[src/hdl/rational_alu_with_reduction_macros.svh]
// Assertion helpers shared by the rational ALU modules.
`ifndef RATIONAL_ALU_WITH_REDUCTION_MACROS_SVH
`define RATIONAL_ALU_WITH_REDUCTION_MACROS_SVH

// Consequent checked in the same cycle as the antecedent.
`define RALU_ASSERT_NOW(lbl, ck, rs, ante, cons) \
  lbl: assert property (@(posedge ck) disable iff (rs) (ante) |-> (cons)) \
    else $error("rational ALU check failed: same-cycle property");

// Consequent checked in the cycle after the antecedent.
`define RALU_ASSERT_NEXT(lbl, ck, rs, ante, cons) \
  lbl: assert property (@(posedge ck) disable iff (rs) (ante) |=> (cons)) \
    else $error("rational ALU check failed: next-cycle property");

`endif

[src/hdl/ralu_pkg.sv]
`default_nettype none

package ralu_pkg;

  // Result word width; the reduced fraction must fit a signed word of this size.
  localparam int WORD_BITS = 32;

  localparam int NUM_W   = 32;
  localparam int DEN_W   = 31;
  localparam int PROD_W  = 64;
  localparam int SHIFT_W = $clog2(PROD_W);
  localparam int DIV_STEPS = PROD_W;

  localparam logic [PROD_W-1:0] LIM = PROD_W'(1) << (WORD_BITS - 1);

  localparam logic [1:0] ACT_ADD = 2'd0;
  localparam logic [1:0] ACT_SUB = 2'd1;
  localparam logic [1:0] ACT_MUL = 2'd2;
  localparam logic [1:0] ACT_DIV = 2'd3;

  localparam logic [1:0] ST_OK   = 2'd0;
  localparam logic [1:0] ST_DIV0 = 2'd1;
  localparam logic [1:0] ST_OVF  = 2'd2;

  typedef struct packed {
    logic [1:0]              action;
    logic signed [NUM_W-1:0] a_num;
    logic [DEN_W-1:0]        a_den;
    logic signed [NUM_W-1:0] b_num;
    logic [DEN_W-1:0]        b_den;
  } in_t;

  typedef struct packed {
    logic signed [NUM_W-1:0] res_num;
    logic [DEN_W-1:0]        res_den;
    logic [1:0]              status;
  } out_t;

  typedef struct packed {
    logic              start;
    logic [PROD_W-1:0] dividend;
    logic [PROD_W-1:0] divisor;
  } div_req_t;

  typedef struct packed {
    logic              done;
    logic [PROD_W-1:0] quot;
  } div_rsp_t;

endpackage

`default_nettype wire

[src/hdl/ralu_div.sv]
`default_nettype none

`include "rational_alu_with_reduction_macros.svh"

module ralu_div (
  input  wire logic                clk,
  input  wire logic                rst,
  input  wire ralu_pkg::div_req_t  req,
  output ralu_pkg::div_rsp_t       rsp
);

  logic                              busy;
  logic                              done;
  logic [ralu_pkg::SHIFT_W-1:0]      cnt;
  logic [ralu_pkg::PROD_W:0]         rem;
  logic [ralu_pkg::PROD_W-1:0]       quo;
  logic [ralu_pkg::PROD_W-1:0]       dsr;

  logic [ralu_pkg::PROD_W:0]         shifted;
  logic                              fits;

  // One quotient bit per cycle, restoring form.
  assign shifted = {rem[ralu_pkg::PROD_W-1:0], quo[ralu_pkg::PROD_W-1]};
  assign fits    = shifted >= {1'b0, dsr};

  always_ff @(posedge clk) begin
    if (rst) begin
      busy <= 1'b0;
      done <= 1'b0;
      cnt  <= '0;
    end else begin
      done <= 1'b0;
      if (req.start) begin
        busy <= 1'b1;
        cnt  <= '0;
      end else if (busy) begin
        cnt <= cnt + 1'b1;
        if (cnt == ralu_pkg::SHIFT_W'(ralu_pkg::DIV_STEPS - 1)) begin
          busy <= 1'b0;
          done <= 1'b1;
        end
      end
    end
  end

  always_ff @(posedge clk) begin
    if (req.start) begin
      rem <= '0;
      quo <= req.dividend;
      dsr <= req.divisor;
    end else if (busy) begin
      rem <= fits ? shifted - {1'b0, dsr} : shifted;
      quo <= {quo[ralu_pkg::PROD_W-2:0], fits};
    end
  end

  assign rsp.done = done;
  assign rsp.quot = quo;

  `RALU_ASSERT_NOW(a_div_start_idle, clk, rst, req.start, !busy)
  `RALU_ASSERT_NOW(a_div_done_after_busy, clk, rst, done, $past(busy) && !busy)
  `RALU_ASSERT_NEXT(a_div_last_step, clk, rst,
                    busy && !req.start && cnt == ralu_pkg::SHIFT_W'(ralu_pkg::DIV_STEPS - 1),
                    done)

endmodule

`default_nettype wire

[config.mk]
export PLATFORM = sky130hd
export DESIGN_NAME = ralu_div
export DESIGN_NICKNAME = d
export VERILOG_FILES = /design/src/hdl/ralu_pkg.sv /design/src/hdl/ralu_div.sv
export VERILOG_INCLUDE_DIRS = /design/src /design/src/hdl
export SDC_FILE = /design/constraint.sdc
export NUM_CORES = 1
export LEC_CHECK = 0
export BUFFER_PORTS_ARGS = -buffer_cell sky130_fd_sc_hd__buf_2
export CORE_AREA = 2 2 147 149
export CTS_CLUSTER_DIAMETER = 50
export DETAILED_ROUTE_END_ITERATION = 8
export DIE_AREA = 0 0 149 151
export GPL_TIMING_DRIVEN = 0
export PLACE_DENSITY_LB_ADDON = 0.25
export SLEW_MARGIN = 20
export SYNTH_ARGS = -nofsm -noshare
export SYNTH_HDL_FRONTEND = slang
export SYNTH_SLANG_ARGS = --single-unit
[constraint.sdc]
create_clock -name clk -period 3.9 [get_ports clk]
set_input_delay 0.39 -clock clk [delete_from_list [all_inputs] [get_ports clk]]
set_output_delay 0.39 -clock clk [all_outputs]
set_load 0.01 [all_outputs]
==> flow_summary.ini, run 1 <==
[sta]
report.final.setup_viol = 0
clock-skew-final_ns = 0.0248
grt_setup_unrepaired = no
finalWorstPathRequiredPeriod_ns = 3.72
slew_violations = 0
final.hold.worst_slack_ns = 0.0911
hold_violations = 0
max_slew.worst_pin.slew_ns = 0.977
layout_worst_path_cycle_share_pct = 95.3
slew_headroom_pct = 34.9
achievable-frequency_ghz = 0.269

[place]
numPortBuffers = 195
gp_routability_congestion = 0.978
placed_area_um2 = 13300
place.detailed.hpwl_mm = 25.8

[clock_tree]
cts_buffers = 17
clk_pin_slew_ns = 0.09
tritoncts_clock_tree = yes
cts_num_sinks = 200
cts_post_setup_buffers_inserted = 0
ctsLongestPathBuffers = 2
h-tree-depth = 4
worst_skew_pair.late_latency_ns = 0.47
clockRootBuffer = clkbuf_16
cts.hold.buffers_added = 0

[drt]
detail-route-antenna-nets = 0
top_layer_used = met4
wirelength_met1_mm = 14.0
detailroute.wirelength.met3_mm = 2.51
total_length_of_routed_wires_mm = 35.0
post-route-drc-count = 0
detailedRoute.firstIterationViolations = 991
first_pass_iters = 6
vias_per_cell = 6.13
dr_wl_met2_mm = 17.0
drt-wirelength-per-cell_um = 20.2
via_count = 10591

[logic_synthesis]
netlist_top_cells_area = edfxtp_1, dfxtp_1, ha_1
register_bit_total_from_synthesis = 200
async_reset_ff_share_pct = 0
ys_dominant_reg_cell = edfxtp_1
syn_inst = 1225
synthesized_area_per_cell_um2 = 9.72
netlist-cell-type-count = 69
synth-edff-count = 128
synthesis.nets = 1422
synthDominantCellAreaShare_pct = 32.3
cell_taking_the_most_area_after_synthesis = edfxtp_1
syn_area_um2 = 11900
synth-warning-count = 0
synth.yosys.seq_area_share_pct = 44.4

[global_routing]
grt_remaining_overflow = 0
first_global_vias = 10467
antenna_found_initial = 0
grt_start_max_net_pins = 49
grt_util_all_layers_pct = 31.8
grt_pass1_wl_mm = 55.1

[power_and_ir_drop]
tot_pwr_w = 0.00632
powerDensity_nw_per_um2 = 453
static-leakage-power_nw = 6.03
peakVddDrop_mv = 0.261

[worst_setup_path]
cp.arrival_ns = 4.07
capturing_element_type_of_the_critical_path = flip-flop
timing.critical_path.fanout_max = 10
timing.setup.critical_path_class = flip-flop to flip-flop
timing.critical_path.from_type = flip-flop
worst_ep_required_time_ns = 4.25

[outcome]
run_status = complete, no violations

[final_layout]
layout_commonest_cell = buf_2
post_route_cells_drive_above_1_share_pct = 23.7
synthToLayoutAreaGrowth_pct = 17.2
final_instance_area_um2 = 14000
nNetsFinal = 1637
top_library_cells_by_usage_in_the_layout_fill_and_taps_aside = buf_2, edfxtp_1, nor2_1

[floorplanning]
floorplan.die.height_um = 151
design.portCount = 196
dieWidth_um = 149
die_area_um2 = 22500
initial_core_util_pct = 57.2
area_of_the_placeable_core_um2 = 20800
num_rows = 53

[job]
max_cap_viol_count = 0

[min_path]
timing.hold.worst.class = input port to flip-flop
timing repair:
item / CTS / global route
gates resized for setup: 0 / 3
hold endpoints to repair: 0 / 0
endpoints found under the setup margin: 0 / 30
path summary, 6_finish.rpt:
path | from | end | slack (ns) | cells past startpoint
setup reg to reg | dsr[36] | rem[3] | 0.18 | 13
hold / removal | req[57] | dsr[57] | 0.09 | 1
setup / recovery | dsr[36] | rem[3] | 0.18 | 13
hold reg to reg | cnt[5] | cnt[5] | 0.50 | 2
metal layers:
| metal | vias up | track usage [%] |
|---|---|---|
| met5 | - | 0 |
| met4 | 0 | 14.6 |
| met3 | 101 | 5.96 |
| met2 | 527 | 54.4 |
| met1 | 5043 | 39.0 |
| li1 | 4920 | - |
through the flow:
step / instances / setup slack, ns / util (%) / TNS, ns
after floorplan: 1225 / 0.902 / - / 0
after global placement: 1695 / -0.999 / 63.5 / -63.82
after detailed placement: 1697 / 0.216 / 63.8 / 0
after CTS: 1729 / 0.144 / 67.0 / 0
after global routing: 1728 / 0.0179 / 67.0 / 0
final: 1729 / 0.182 / 67.0 / 0
kinds of logic (layout without fill, tap and decap cells):
kind of cell               after synthesis  count (layout)  synth area share [%]
adders and majority gates               66              66                  7.00
AOI/OAI and AO/OA                      333             333                  18.8
buffers and inverters                  149             377                  5.19
DFF                                    200             200                  44.4
other                                    0               1                     0
xor gates and xnor gates                56              56                  4.12
muxes                                   82              82                  7.64
and+or+nand+nor                        339             339                  12.8
synth_stat cells, types with 16 or more instances:
| master | instances |
|---|---|
| and3_1 | 16 |
| o21ai_0 | 33 |
| nor3_1 | 16 |
| a21oi_1 | 103 |
| inv_1 | 80 |
| nor2_1 | 121 |
| dfxtp_1 | 72 |
| a211oi_1 | 32 |
| nand4_1 | 25 |
| edfxtp_1 | 128 |
| xnor2_1 | 42 |
| ha_1 | 65 |
| clkbuf_1 | 43 |
| a311oi_1 | 19 |
| a21o_1 | 35 |
| nand2_1 | 111 |
| mux2_2 | 69 |
layout make-up:
cell class                      instances  area [um2]
Fill cell                            1690        6870
Multi-Input combinational cell        876        6020
Sequential cell                       200        5290
Timing Repair Buffer                  197        1030
Clock buffer                           17         425
Tap cell                              275         344
Buffer                                 68         314
Inverter                               80         300
Clock inverter                         15         239
Antenna cell                            1        2.50
power breakdown:
| group | switching (W) | leakage (nW) | total (W) | internal (W) |
|---|---|---|---|---|
| sequential | 0.000117 | 1.86 | 0.00258 | 0.00247 |
| clock | 0.00101 | 0.320 | 0.00198 | 0.000970 |
| combinational | 0.00107 | 3.85 | 0.00176 | 0.000684 |
registers in the layout, summed over array words and instances, names as in the netlist:
name  flops
busy      1
cnt       6
done      1
dsr      64
quo      64
rem      64
worst max-delay path, stage by stage (launching register included):
cell and delay [ns]:
edfxtp_1 0.38, inv_1 0.07, ha_1 0.22, clkbuf_1 0.25
a21o_1 0.26, nor3_1 0.32, a21oi_1 0.17, a311oi_1 0.38
o21ai_2 0.17, a211oi_2 0.45, buf_4 0.30, buf_4 0.27
nand2_1 0.09, a311oi_1 0.28
No activity file was read; power rests on OpenSTA's default activity.
==> inputs of run 2 (changes only) <==
--- a/config.mk
+++ b/config.mk
@@ -7,10 +7,10 @@
 export NUM_CORES = 1
 export LEC_CHECK = 0
 export BUFFER_PORTS_ARGS = -buffer_cell sky130_fd_sc_hd__buf_2
-export CORE_AREA = 2 2 147 149
+export CORE_AREA = 2 2 158 160
 export CTS_CLUSTER_DIAMETER = 50
 export DETAILED_ROUTE_END_ITERATION = 8
-export DIE_AREA = 0 0 149 151
+export DIE_AREA = 0 0 160 162
 export GPL_TIMING_DRIVEN = 0
 export PLACE_DENSITY_LB_ADDON = 0.25
 export SLEW_MARGIN = 20
==> run 2 against run 1 <==
  * Cell count up 2.8%
  * Via count fell by 3.3%
  * Clock power down 6%
  * Maximum frequency decreased by 2.4%
  * Critical endpoint is now quo[0]
  * Worst setup slack got worse by 0.090 ns
==> flow_summary.ini, run 2 (synthesized netlist as in run 1, its figures left out) <==
[sta]
totalNegativeSetupSlack_ns = 0
final.hold.worst_slack_ns = 0.0977
max_slew.worst_pin.slew_ns = 1.06
slew_headroom_pct = 29.3
hold_violations = 0
report.final.setup_viol = 0
grt_setup_unrepaired = no
layout_worst_path_cycle_share_pct = 97.6
slew_violations = 0
clock-skew-final_ns = 0.0290
achievable-frequency_ghz = 0.263
finalWorstPathRequiredPeriod_ns = 3.81

[worst_setup_path]
timing.critical_path.from_type = flip-flop
regToRegSetupSlack_ns = 0.09
launch_instance_of_the_worst_register_to_register_path = dsr[14]
r2r_cells = 12
timing.rr.end = quo[0]
timing.critical_path.fanout_max = 10
cp.arrival_ns = 4.03
capturing_element_type_of_the_critical_path = flip-flop
timing.setup.critical_path_class = flip-flop to flip-flop
worst_ep_required_time_ns = 4.12

[floorplanning]
area_of_the_placeable_core_um2 = 24100
die_area_um2 = 25900
initial_core_util_pct = 49.4
design.portCount = 196
floorplan.die.height_um = 162
num_rows = 57
dieWidth_um = 160

[drt]
post-route-drc-count = 0
detailedRoute.firstIterationViolations = 751
vias_per_cell = 5.76
total_length_of_routed_wires_mm = 34.4
drt-wirelength-per-cell_um = 19.3
first_pass_iters = 6
via_count = 10240
detail-route-antenna-nets = 0

[final_layout]
nNetsFinal = 1638
synthToLayoutAreaGrowth_pct = 17.2
antenna-diode-count = 0
layout_top_registers = dsr x64, quo x64, rem x64
top_library_cells_by_usage_in_the_layout_fill_and_taps_aside = buf_2, edfxtp_1, nor2_1
post_route_cells_drive_above_1_share_pct = 23.5
layout_commonest_cell = buf_2
final_instance_area_um2 = 13900

[power_and_ir_drop]
tot_pwr_w = 0.00618
powerDensity_nw_per_um2 = 443
static-leakage-power_nw = 6.01
peakVddDrop_mv = 0.339

[clock_tree]
cts_num_sinks = 200
cts.hold.buffers_added = 0
tritoncts_clock_tree = yes
cts_buffers = 17
ctsLongestPathBuffers = 2
clk_pin_slew_ns = 0.10
cts_post_setup_buffers_inserted = 0
clockRootBuffer = clkbuf_16
h-tree-depth = 4
worst_skew_pair.late_latency_ns = 0.46

[global_routing]
first_global_vias = 10058
grt_pass1_wl_mm = 53.5
grt_start_max_net_pins = 44
grt_remaining_overflow = 0
grt_util_all_layers_pct = 26.5
antenna_found_initial = 0

[place]
place.detailed.hpwl_mm = 25.5
placed_area_um2 = 13300
gp_routability_congestion = 0.922
numPortBuffers = 195

[outcome]
run_status = complete, no violations

[min_path]
hold_path_depth = 1
timing.hold.worst.start = req[60]
timing.hold.worst.class = input port to flip-flop
whs_endpoint = dsr[60]

[job]
max_cap_viol_count = 0
-- run 2: timing repair --
action | 4_1_cts | 5_1_grt
endpoints found under the hold margin | 0 | 0
resized for setup | 0 | 1
endpoints found under the setup margin | 0 | 13
-- run 2: critical path: stages (launching register included) --
cell,delay (ns)
edfxtp_1,0.36
inv_1,0.10
ha_1,0.30
a21oi_2,0.26
o21ai_1,0.16
a41oi_1,0.30
o21ai_0,0.16
a32oi_1,0.44
o21ai_2,0.18
a211o_2,0.48
buf_4,0.25
buf_2,0.27
mux2_2,0.31
-- run 2: area by class of cell --
class	count	area, um2
Fill cell	2203	10200
Sequential cell	200	5290
Clock buffer	17	425
Tap cell	324	405
Timing Repair Buffer	197	1020
Clock inverter	15	186
Buffer	69	318
Multi-Input combinational cell	876	6010
Inverter	80	300
-- run 2: worst max-delay path by stage --
stage / startpoint / to / slack [ns] / depth (start not counted)
2_1_floorplan: quo[63] / rem[60] / 0.90 / 13
3_3_place_gp: req[128] / quo[40] / -1.10 / 5
3_5_place_dp: rem[2] / rem[8] / 0.18 / 12
4_1_cts: rem[2] / rem[28] / 0.14 / 12
5_1_grt: dsr[3] / rem[5] / 0.06 / 13
6_report: dsr[14] / quo[0] / 0.09 / 12
-- run 2: routing by layer --
metal | routed length [um] | vias up | share of wire (%) | GRT usage (%)
li1 | - | 4915 | - | -
met3 | 2550 | 83 | 7.4 | 5.98
met4 | 1320 | 0 | 3.8 | 11.1
met2 | 15900 | 426 | 46 | 44.2
met1 | 14600 | 4816 | 42 | 33.5
met5 | 0 | - | 0 | 0
-- run 2: where the power goes --
part	switching (W)	leakage, nW	internal, W
sequential	0.000117	1.86	0.00247
combinational	0.00105	3.85	0.000681
clock	0.000977	0.296	0.000884
total	0.00215	6.01	0.00403
-- run 2: stage by stage --
stage | worst slack (ns) | std cells | utilization, %
finish | 0.0924 | 1778 | 57.9
global route | 0.0637 | 1778 | 57.9
CTS | 0.137 | 1778 | 57.9
detailed placement | 0.179 | 1746 | 55.3
global placement | -1.10 | 1744 | 55.1
floorplan | 0.902 | 1225 | -
